===== config.mk =====
export PLATFORM = sky130hd
export DESIGN_NAME = blt_ram
export DESIGN_NICKNAME = d
export VERILOG_FILES = /design/src/rtl/blt_ram.sv
export SDC_FILE = /design/constraint.sdc
export NUM_CORES = 2
export LEC_CHECK = 0
export BUFFER_PORTS_ARGS = -buffer_cell sky130_fd_sc_hd__buf_2
export CAP_MARGIN = 15
export CORE_ASPECT_RATIO = 0.9
export CORE_MARGIN = 5
export CORE_UTILIZATION = 56
export DETAILED_ROUTE_END_ITERATION = 16
export MAX_ROUTING_LAYER = met4
export PLACE_DENSITY = 0.77
export SYNTH_ARGS = -nofsm -noshare
export SYNTH_HDL_FRONTEND = slang
export SYNTH_SLANG_ARGS = --single-unit

===== constraint.sdc =====
create_clock -name clk_i -period 3.3 [get_ports clk_i]
set_input_delay 0.66 -clock clk_i [delete_from_list [all_inputs] [get_ports clk_i]]
set_output_delay 0.66 -clock clk_i [all_outputs]
set_load 0.02 [all_outputs]

===== src/rtl/blt_ram.sv =====
// ----------------------------------------------------------------------------
// blt_ram: generic single-write, single-read synchronous RAM
// One write port, one read port with enable; read data registered and
// returns the old contents on a same-address write.
// ----------------------------------------------------------------------------
module blt_ram #(
  parameter int WIDTH = 8,
  parameter int DEPTH = 512
) (
  input  logic                     clk_i,
  input  logic                     we_i,
  input  logic [$clog2(DEPTH)-1:0] waddr_i,
  input  logic [WIDTH-1:0]         wdata_i,
  input  logic                     re_i,
  input  logic [$clog2(DEPTH)-1:0] raddr_i,
  output logic [WIDTH-1:0]         rdata_o
);

  logic [WIDTH-1:0] mem_q [DEPTH];
  logic [WIDTH-1:0] rdata_q;

  always_ff @(posedge clk_i) begin
    if (we_i) begin
      mem_q[waddr_i] <= wdata_i;
    end
    if (re_i) begin
      rdata_q <= mem_q[raddr_i];
    end
  end

  assign rdata_o = rdata_q;

endmodule


==> flow_summary.yaml <==
synth:
  ys_seq_elements: 4104
  synth_edf_count: 4104
  synth_area_per_cell_um2: 19.9
  synth_top_area_cell: "edfxtp_1"
  async_flop_share_pct: 0
  yosysUniqueCellTypes: 50
  syn_inst: 8030
  synthFlopType: "edfxtp_1"
  syn_area_um2: 160000
  ys_top_cells_by_area: "edfxtp_1 (77%), mux4_2 (9.2%), mux2i_1 (5.0%)"
  synth_fp_nets: 8059
  yosysWarnings: 0
  synth-seq-area-share_pct: 77.0
  synth_top_area_share_pct: 77.0
timing:
  drv_slew: 0
  fmax_ghz: 0.297
  post-route-worst-setup-slack_ps: -62.5
  min_period_over_period_pct: 102
  clock_skew_ps: 45.8
  slew_headroom_pct: 14.4
  finalSetupTns_ps: -124
  setup_violations: 3
  rsz0062_at_grt: "false"
  worst_pin_slew_ps: 1270
  hold_viol: 0
  holdWs_ps: 176
  period_minus_slack_ps: 3360
setup_path:
  end_kind: "flop"
  crit_path_start_kind: "input pin"
  crit_type: "input pin to flop"
  critPathArrivalTime_ps: 4030
  cp_max_fo: 31
  cp.required_ps: 3970
status:
  violations: "negative setup slack"
  status: "complete, but fails checks"
route:
  drtAntennaViolNets: 0
  detail_route.wl_per_cell_um: 33.0
  vias_per_cell: 6.79
  dr.pass1.iters: 13
  drc: 0
  drt-total-wl_um: 432000
  vias: 89100
  drt_iter0_markers: 15000
run:
  drv_cap: 0
clock_network:
  root_buffer: "clkbuf_16"
  cts_buffers: 384
  cts.sinks: 4104
  clk_latency_ps: 910
  cts_setup_buffers: 0
  cts_tree: "done"
  h-tree-depth: 5
  cts_buffer_depth: 4
  path_clk_slew_ps: 70
global_route:
  grt_max_degree: 143
  antenna_found_initial: 31
  grt.total_usage_pct: 29.8
  grt.overflow.total: 0
  grt_pass1_wl_um: 624000
  first_global_vias: 88400
placed_design:
  place_congestion: 0.988
  dpl-instance-area_um2: 172000
  dp_hpwl_um: 268000
  port_buffers: 36
power_and_ir_drop:
  p_leak_nw: 60.4
  vdd_drop_max_uv: 546
  pwr_density_cell_nw_per_um2: 581
  total_power_w: 0.107
layout:
  final_core_util_pct: 64.8
  most-common-layout-cells: "edfxtp_1 (4104), buf_4 (916), mux2i_1 (797)"
  num-fill-cells: 17700
  final_layout_size_suffix_gt1_share_pct: 25.1
  layout_commonest_cell: "edfxtp_1"
  layout.nets: 9040
  syn2layout_area_growth_pct: 15.4
  final_area_um2: 185000
worst_hold_path:
  min_path_type: "input pin to flop"
floorplan:
  fp.dieArea_um2: 297000
  die_w_um: 573
  core_area_um2: 285000
  row_count: 186
  fp.dieH_um: 517
  io-pin-count: 37
  initial_core_util_pct: 56.2
## final cells by class
| type | count | area [um2] | area share [%] |
|---|---|---|---|
| Inverter | 3 | 18.8 | 0.0102 |
| Clock buffer | 462 | 10100 | 5.47 |
| Sequential cell | 4104 | 123000 | 66.8 |
| Multi-Input combinational cell | 3410 | 34000 | 18.4 |
| Tap cell | 3760 | 4700 | 2.55 |
| Antenna cell | 40 | 100 | 0.0542 |
| Clock inverter | 226 | 2190 | 1.18 |
| Timing Repair Buffer | 1108 | 10200 | 5.55 |
## kinds of logic (layout without fill, tap and decap cells)
| group | after synthesis | count (layout) | synth area share, % |
|---|---|---|---|
| buffers and inverters | 516 | 1799 | 1.85 |
| AO/OA/AOI/OAI | 979 | 979 | 4.31 |
| multiplexers | 1451 | 1451 | 14.2 |
| other | 0 | 40 | 0 |
| AND/OR/NAND/NOR | 980 | 980 | 2.63 |
| flip-flops | 4104 | 4104 | 77.0 |
## final timing paths
kind,slack [ps],endpoint,depth (start not counted),from
worst min-delay path,180,mem_q[75][5]$_DFFE_PP_,1,wdata_i[5]
worst max-delay path,-60,rdata_o[7]$_DFFE_PP_,11,raddr_i[0]
worst max register to register,340,rdata_o[6]$_DFFE_PP_,8,mem_q[142][6]$_DFFE_PP_
worst min register to register,1340,rdata_o[2]$_DFFE_PP_,4,mem_q[316][2]$_DFFE_PP_
## registers in the layout (all words and copies together) (netlist names)
signal,count
mem_q,4096
rdata_o,8
## per-layer routing
metal  part of all wire (%)  GRT usage [%]  vias up
met5                      0              -        -
met4                    4.5           11.5        0
met3                     14           8.67     1197
met2                     46           44.2     7106
met1                     35           39.5    45300
li1                       -              -    35500
## power breakdown
group          total (W)  internal [W]  switching, W
logic            0.00602       0.00218       0.00384
clock network     0.0438        0.0248        0.0190
registers         0.0574        0.0574     0.0000447
total              0.107        0.0844        0.0229
## what timing repair did
action	in CTS	in global routing
pin swaps	1	0
hold buffers	0	0
endpoints found under the setup margin	1	2
gates resized for setup	2	2
## Yosys cell counts, drive strengths merged (36+ instances only)
| master | n |
|---|---|
| nand3 | 36 |
| a22oi | 61 |
| nand2 | 111 |
| o221ai | 372 |
| o22ai | 163 |
| edfxtp | 4104 |
| nor2 | 597 |
| a21oi | 194 |
| o21ai | 119 |
| buf | 248 |
| mux2i | 797 |
| mux4 | 654 |
| clkbuf | 265 |
| nor3 | 109 |
| nor4 | 36 |
## worst max-delay path, cell delays in order
cell      delay [ps]
buf_12           160
buf_12           280
buf_12           350
buf_12           260
mux4_2           550
mux2i_1          310
nor2_1           120
buf_4            150
nor3_1           470
o41ai_1          350
o2111a_1         230
## per-stage QoR
step	setup WS [ps]	std cells
global placement	-1600	12400
CTS	97.7	13100
floorplan	529	8030
finish	-62.5	13100
detailed placement	-1080	12400
global route	29.4	13100
(Power assumes the default switching activity.)
