### config.mk
export PLATFORM = sky130hd
export DESIGN_NAME = blt_ctrl
export DESIGN_NICKNAME = d
export VERILOG_FILES = /design/src/rtl/blt_pkg.sv /design/src/rtl/blt_ctrl.sv
export SDC_FILE = /design/constraint.sdc
export NUM_CORES = 1
export LEC_CHECK = 0
export BUFFER_PORTS_ARGS = -buffer_cell sky130_fd_sc_hd__buf_2
export CAP_MARGIN = 10
export CORE_ASPECT_RATIO = 1.4
export CORE_MARGIN = 5
export CORE_UTILIZATION = 30
export CTS_BUF_LIST = sky130_fd_sc_hd__clkbuf_8
export CTS_CLUSTER_DIAMETER = 100
export CTS_CLUSTER_SIZE = 14
export DETAILED_ROUTE_END_ITERATION = 12
export GPL_TIMING_DRIVEN = 1
export MAX_ROUTING_LAYER = met4
export SLEW_MARGIN = 40
export SYNTH_ARGS = -nofsm -noshare
export SYNTH_HDL_FRONTEND = slang
export SYNTH_SLANG_ARGS = --single-unit
export TNS_END_PERCENT = 5
### constraint.sdc
create_clock -name clk_i -period 11.1 [get_ports clk_i]
set_input_delay 0 -clock clk_i [delete_from_list [all_inputs] [get_ports clk_i]]
set_output_delay 0 -clock clk_i [all_outputs]
set_load 0.02 [all_outputs]
### src/rtl/blt_pkg.sv
// ----------------------------------------------------------------------------
// blt_pkg: shared constants and types for the 3x3 binary LUT transform
// Sizes of the line store, lookup table and counters, request codes and the
// structs passed between the stream controller and the line buffer.
// ----------------------------------------------------------------------------
package blt_pkg;

  // Sizing
  localparam int MAX_WIDTH   = 1024;
  localparam int LUT_ENTRIES = 512;
  localparam int HGT_LIMIT   = 1024;
  localparam int NUM_SLOTS   = 4;

  localparam int COL_W  = $clog2(MAX_WIDTH);
  localparam int WID_W  = $clog2(MAX_WIDTH + 1);
  localparam int PND_W  = $clog2(MAX_WIDTH + 3);
  localparam int ROW_W  = $clog2(HGT_LIMIT);
  localparam int HGT_W  = $clog2(HGT_LIMIT + 1);
  localparam int SLOT_W = $clog2(NUM_SLOTS);
  localparam int LUT_AW = $clog2(LUT_ENTRIES);

  // Fixed field widths
  localparam int CFG_W     = 11;
  localparam int CFG_IDX_W = 4;
  localparam int REQ_W     = 2;
  localparam int PIX_W     = 8;
  localparam int VAL_W     = 8;
  localparam int TIDX_W    = 9;
  localparam int WIN_W     = 9;

  // Request codes
  localparam logic [REQ_W-1:0] REQ_TABLE = 2'd0;
  localparam logic [REQ_W-1:0] REQ_PIXEL = 2'd1;
  localparam logic [REQ_W-1:0] REQ_DRAIN = 2'd2;

  // Register indexes
  localparam logic [CFG_IDX_W-1:0] REG_WIDTH  = 4'd0;
  localparam logic [CFG_IDX_W-1:0] REG_HEIGHT = 4'd1;

  // Pixel write into the line store
  typedef struct packed {
    logic              en;
    logic [SLOT_W-1:0] slot;
    logic [COL_W-1:0]  col;
    logic              px;
  } line_wr_t;

  // Window fetch: three row slots and three columns
  typedef struct packed {
    logic [SLOT_W-1:0] slot_prv;
    logic [SLOT_W-1:0] slot_cur;
    logic [SLOT_W-1:0] slot_nxt;
    logic [COL_W-1:0]  col_l;
    logic [COL_W-1:0]  col_m;
    logic [COL_W-1:0]  col_r;
  } win_req_t;

endpackage

### src/rtl/blt_ctrl.sv
// ----------------------------------------------------------------------------
// blt_ctrl: stream counters and window addressing
// Holds the geometry registers, input and output raster positions and the
// pending count; decides when an output is produced and where to fetch it.
// ----------------------------------------------------------------------------
module blt_ctrl import blt_pkg::*; (
  input  logic                 clk_i,
  input  logic                 rst_ni,
  input  logic                 cfg_we_i,
  input  logic [CFG_IDX_W-1:0] cfg_index_i,
  input  logic [CFG_W-1:0]     cfg_wdata_i,
  input  logic                 accept_i,
  input  logic [REQ_W-1:0]     req_type_i,
  input  logic [PIX_W-1:0]     pixel_value_i,
  output line_wr_t             line_wr_o,
  output win_req_t             win_req_o,
  output logic                 emit_o,
  output logic                 last_o
);

  logic [WID_W-1:0]  eff_w_q, eff_w_d;
  logic [HGT_W-1:0]  eff_h_q, eff_h_d;
  logic [COL_W-1:0]  in_col_q, in_col_d, out_col_q, out_col_d;
  logic [ROW_W-1:0]  in_row_q, in_row_d, out_row_q, out_row_d;
  logic [SLOT_W-1:0] in_slot_q, in_slot_d, out_slot_q, out_slot_d;
  logic [PND_W-1:0]  pend_q, pend_d;

  logic [WID_W-1:0] w_m1;
  logic [HGT_W-1:0] h_m1;
  logic [31:0]      cfg_val;
  logic             is_pix, is_drain, clear;
  logic             in_eol, in_eoi, out_eol, out_eoi;

  assign w_m1    = eff_w_q - WID_W'(1);
  assign h_m1    = eff_h_q - HGT_W'(1);
  assign cfg_val = 32'(cfg_wdata_i);

  assign is_pix   = accept_i && (req_type_i == REQ_PIXEL);
  assign is_drain = accept_i && (req_type_i == REQ_DRAIN);
  assign clear    = cfg_we_i && ((cfg_index_i == REG_WIDTH) || (cfg_index_i == REG_HEIGHT));

  // output decision: steady state lag of width+1, or a drain
  assign emit_o = (is_pix && (pend_q > PND_W'(eff_w_q))) ||
                  (is_drain && (pend_q != '0));

  // raster position flags
  assign in_eol  = (WID_W'(in_col_q) == w_m1);
  assign in_eoi  = (HGT_W'(in_row_q) == h_m1);
  assign out_eol = (WID_W'(out_col_q) == w_m1);
  assign out_eoi = (HGT_W'(out_row_q) == h_m1);

  // pixel write into the current input slot
  assign line_wr_o.en   = is_pix;
  assign line_wr_o.slot = in_slot_q;
  assign line_wr_o.col  = in_col_q;
  assign line_wr_o.px   = (pixel_value_i != '0);

  // window addresses with edge replication
  always_comb begin
    win_req_o.col_m    = out_col_q;
    win_req_o.col_l    = (out_col_q == '0) ? '0 : out_col_q - COL_W'(1);
    win_req_o.col_r    = (WID_W'(out_col_q) < w_m1) ? out_col_q + COL_W'(1)
                                                    : COL_W'(w_m1);
    win_req_o.slot_cur = out_slot_q;
    win_req_o.slot_nxt = (HGT_W'(out_row_q) < h_m1) ? out_slot_q + SLOT_W'(1)
                                                    : out_slot_q;
    win_req_o.slot_prv = (out_row_q != '0) ? out_slot_q - SLOT_W'(1) : out_slot_q;
  end

  assign last_o = out_eol && out_eoi;

  // next-state logic
  always_comb begin
    eff_w_d    = eff_w_q;
    eff_h_d    = eff_h_q;
    in_col_d   = in_col_q;
    in_row_d   = in_row_q;
    in_slot_d  = in_slot_q;
    out_col_d  = out_col_q;
    out_row_d  = out_row_q;
    out_slot_d = out_slot_q;
    pend_d     = pend_q;

    if (clear) begin
      if (cfg_index_i == REG_WIDTH) begin
        if (cfg_val < 32'd2) begin
          eff_w_d = WID_W'(2);
        end else if (cfg_val > 32'(MAX_WIDTH)) begin
          eff_w_d = WID_W'(MAX_WIDTH);
        end else begin
          eff_w_d = WID_W'(cfg_val);
        end
      end else begin
        if (cfg_val < 32'd2) begin
          eff_h_d = HGT_W'(2);
        end else if (cfg_val > 32'(HGT_LIMIT)) begin
          eff_h_d = HGT_W'(HGT_LIMIT);
        end else begin
          eff_h_d = HGT_W'(cfg_val);
        end
      end
      in_col_d   = '0;
      in_row_d   = '0;
      in_slot_d  = '0;
      out_col_d  = '0;
      out_row_d  = '0;
      out_slot_d = '0;
      pend_d     = '0;
    end else begin
      // input raster advance
      if (is_pix) begin
        if (in_eol) begin
          in_col_d  = '0;
          in_slot_d = in_slot_q + SLOT_W'(1);
          in_row_d  = in_eoi ? '0 : in_row_q + ROW_W'(1);
        end else begin
          in_col_d = in_col_q + COL_W'(1);
        end
      end
      // output raster advance
      if (emit_o) begin
        if (out_eol) begin
          out_col_d  = '0;
          out_slot_d = out_slot_q + SLOT_W'(1);
          out_row_d  = out_eoi ? '0 : out_row_q + ROW_W'(1);
        end else begin
          out_col_d = out_col_q + COL_W'(1);
        end
      end
      // pending count
      if (is_pix && !emit_o) begin
        pend_d = pend_q + PND_W'(1);
      end else if (is_drain && emit_o) begin
        pend_d = pend_q - PND_W'(1);
      end
    end
  end

  always_ff @(posedge clk_i or negedge rst_ni) begin
    if (!rst_ni) begin
      eff_w_q    <= WID_W'(MAX_WIDTH);
      eff_h_q    <= HGT_W'(HGT_LIMIT);
      in_col_q   <= '0;
      in_row_q   <= '0;
      in_slot_q  <= '0;
      out_col_q  <= '0;
      out_row_q  <= '0;
      out_slot_q <= '0;
      pend_q     <= '0;
    end else begin
      eff_w_q    <= eff_w_d;
      eff_h_q    <= eff_h_d;
      in_col_q   <= in_col_d;
      in_row_q   <= in_row_d;
      in_slot_q  <= in_slot_d;
      out_col_q  <= out_col_d;
      out_row_q  <= out_row_d;
      out_slot_q <= out_slot_d;
      pend_q     <= pend_d;
    end
  end

endmodule

==> results.yml <==
outcome:
  status: "finished, final reports clean"
floorplan:
  die-area_mm2: 0.02173
  die_y_um: 172.4
  die_w_um: 126.0
  coreArea_mm2: 0.01860
  rows: 59
  start_util_pct: 30.39
  pin_count: 81
power:
  power.density_mw_per_mm2: 197.2
  leakage_nw: 3.078
  power_mw: 1.289
  seqPwrFrac_pct: 27.9
  switching_share_pct: 44.10
  p_sw_mw: 0.5686
  ir_drop_v: 0.00007053
  pwr-share-clk_pct: 19.0
  p_int_mw: 0.7206
  p_comb_share_pct: 53.1
synth:
  synthesis.nets: 760
  yosysWarnings: 0
  ys_ff_latch: 67
  ys.flop_type: "dfrtp_1"
  ys_types: 66
  synth_edf_count: 0
  netlist_area_mm2: 0.005654
  synth_cells: 682
  ys_seq_area_share_pct: 29.70
  async_reset_ff_share_pct: 100.0
  syn_avg_cell_area_um2: 8.291
flow_run:
  maxCapViolations: 0
setup_path:
  start_kind: "register"
  crit_start: "eff_w_q[0]$_DFFE_PN0P_"
  worstPathArrival_ns: 4.13
  critPathCaptureType: "output port"
  crit_type: "reg -> out"
  cp.required_ns: 11.10
  crit_fanout: 11
  r2r_start: "eff_w_q[6]$_DFFE_PN0P_"
clock_network:
  post_cts_resized: 0
  cts_tree: "yes"
  cts_max_level: 3
  ctsLongestPathBuffers: 2
  cts.clk_slew.worst_paths_ns: 0.07
  clock_sinks: 67
  numCtsBuffers: 9
  clockRootBuffer: "clkbuf_8"
  insertion_delay_ns: 0.36
  post-cts-setup-buffers: 0
route:
  postRouteAntennaNets: 0
  wirelength_um: 15620
  via_count: 5230
  via_per_inst: 5.240
  wl_per_cell_um: 15.65
  firstDrtPassIters: 4
  post-route-drc-count: 0
  dr.first_iter.drc_count: 307
layout:
  drive_above_1_share_pct: 16.33
  fin_nets: 826
  fin_cells: 998
  regArea_mm2: 0.001679
  multi_input_area_mm2: 0.003684
  areaGrowthSynthToFinish_pct: 15.60
  nFillCells: 1941
sta:
  max-slew-margin-rel_pct: 53.14
  min_period_ns: 4.132
  max_freq_ghz: 0.2420
  worstMarginPinSlew_ns: 0.7022
  rsz0062_at_grt: "no"
  report.final.slew_viol_count: 0
  worst_clock_skew_ns: 0.009629
  finalSetupViolCount: 0
  layout_setup_ws_ns: 6.968
  hold_viol_final: 0
  finalSetupTns_ns: 0
  min_period_over_period_pct: 37.22
global_routing:
  antenna_found_initial: 1
  overflow: 0
  grt_pass1_wl_um: 25790
  first_global_vias: 5031
  groute.usage.overall_pct: 14.92
  grt_max_degree: 68
placed_design:
  dp_slack_ns: 7.125
  place_hpwl_um: 12090
  routabilityCongestion: 0.8724
  io_buffers: 80
  post-place-cells: 974
hold_path:
  hold_path.startpoint: "cfg_wdata_i[3]"
  hold_class: "in -> reg"
## synth_stat cells (7+ instances only)
library cell,number,share of area (%)
clkbuf_1,20,1.3
ha_1,48,11
a21o_1,15,2.0
inv_1,30,2.0
nor4_1,15,1.7
a21oi_1,34,3.0
and3_1,7,0.77
mux2i_1,21,3.7
nand2_1,75,5.0
nand3_1,27,2.4
buf_2,7,0.62
nor2_1,61,4.0
xor2_1,14,2.2
dfrtp_1,65,29
o21ai_0,50,4.4
a31oi_1,13,1.4
xnor2_1,32,5.0
nor3_1,23,2.0
nor2b_1,7,0.77
nand4_1,16,1.8
## flip-flops by register name (all words and copies together) (netlist names)
name and flops:
out_slot_q 2, eff_h_q 11, out_col_q 10, in_slot_q 2
pend_q 11, out_row_q 10, eff_w_q 11, in_col_q 10
## final cells by class
class | count | area share [%]
multi-input combinational | 547 | 56.36
antenna | 1 | 0.03828
clock inverter | 7 | 1.685
sequential | 67 | 25.69
clock buffer | 9 | 1.895
tap | 244 | 4.671
inverter | 30 | 1.723
timing repair buffer | 93 | 7.944
## final timing paths
path / end / slack (ns) / cells after the start
max: win_req_o[6] / 6.97 / 13
min in group asynchronous: out_row_q[6]$_DFFE_PN0P_ / 0.26 / 3
max reg2reg: pend_q[10]$_DFFE_PN0P_ / 7.08 / 14
min reg2reg: eff_h_q[8]$_DFFE_PN0P_ / 0.52 / 2
min: eff_w_q[3]$_DFFE_PN0P_ / 0.001 / 3
max in group asynchronous: out_col_q[5]$_DFFE_PN0P_ / 10.36 / 3
## through the flow
| step | cell area [µm²] | hold slack (ns) | utilization [%] |
|---|---|---|---|
| after detailed placement | 6225 | 0.1548 | 33.46 |
| after global placement | 6221 | 0.2729 | 33.44 |
| final | 6536 | 0.001004 | 35.14 |
| after global routing | 6536 | 0.002204 | 35.14 |
| after CTS | 6529 | 0.0001734 | 35.10 |
| after floorplan | 5654 | -0.2956 | - |
## cell usage in the layout, fill, tap and decap left out, drive strengths merged, types with 4 or more instances in the layout
cell type,instances
a21oi,34
mux2i,21
dlygate4sd3,7
nor2,61
nand2,75
inv,33
and3,7
nor2b,7
nor3b,4
nand2b,6
buf,86
a31oi,13
xor2,14
a211oi,6
ha,48
a21o,15
dfrtp,65
clkbuf,9
nor4,16
o21ai,50
or3,6
nor3,23
a2111oi,4
nand3,27
xnor2,32
nand4,16
and2,4
mux2,4
or4,9
nand4b,6
## repair_timing
item                                    CTS  global route
endpoints found under the hold margin    77             0
hold buffers                              7             0
endpoints found under the setup margin    0             0
## metal layers
metal,vias to the layer above,part of all wire (%),global-route usage [%]
met1,2506,41,16.79
met4,0,1.7,4.106
met3,17,4.4,2.689
met2,104,53,27.19
li1,2603,-,-
met5,-,0,-
## power groups by stage
stage | Clock [mW] | Sequential (mW) | Combinational (mW)
global route | 0.261 | 0.368 | 0.774
finish | 0.245 | 0.359 | 0.685
detailed placement | 0 | 0.364 | 0.685
floorplan | 0 | 0.338 | 0.533
CTS | 0.251 | 0.359 | 0.690
global placement | 0 | 0.363 | 0.679
## critical path, stage by stage, from the launching register on
cell and delay (ns):
dfrtp_1 0.56, inv_1 0.20, ha_1 0.26, or4b_4 0.52, nor2_1 0.17, xnor2_1 0.12, ha_1 0.31, nand4_1 0.16
o21ai_0 0.21, o21bai_1 0.08, a21oi_1 0.46, buf_4 0.29, mux2i_1 0.24, buf_2 0.20
## cells by family after synthesis
kind of cell | Yosys count | synth area share [%]
AND/OR/NAND/NOR | 280 | 25.51
flip-flops | 67 | 29.70
AO/OA/AOI/OAI | 145 | 15.91
multiplexers | 25 | 4.514
buffers and inverters | 68 | 5.466
XOR/XNOR | 48 | 7.922
adder cells (fa/ha/maj) | 49 | 10.98
Power figures use the tool's default switching activity.
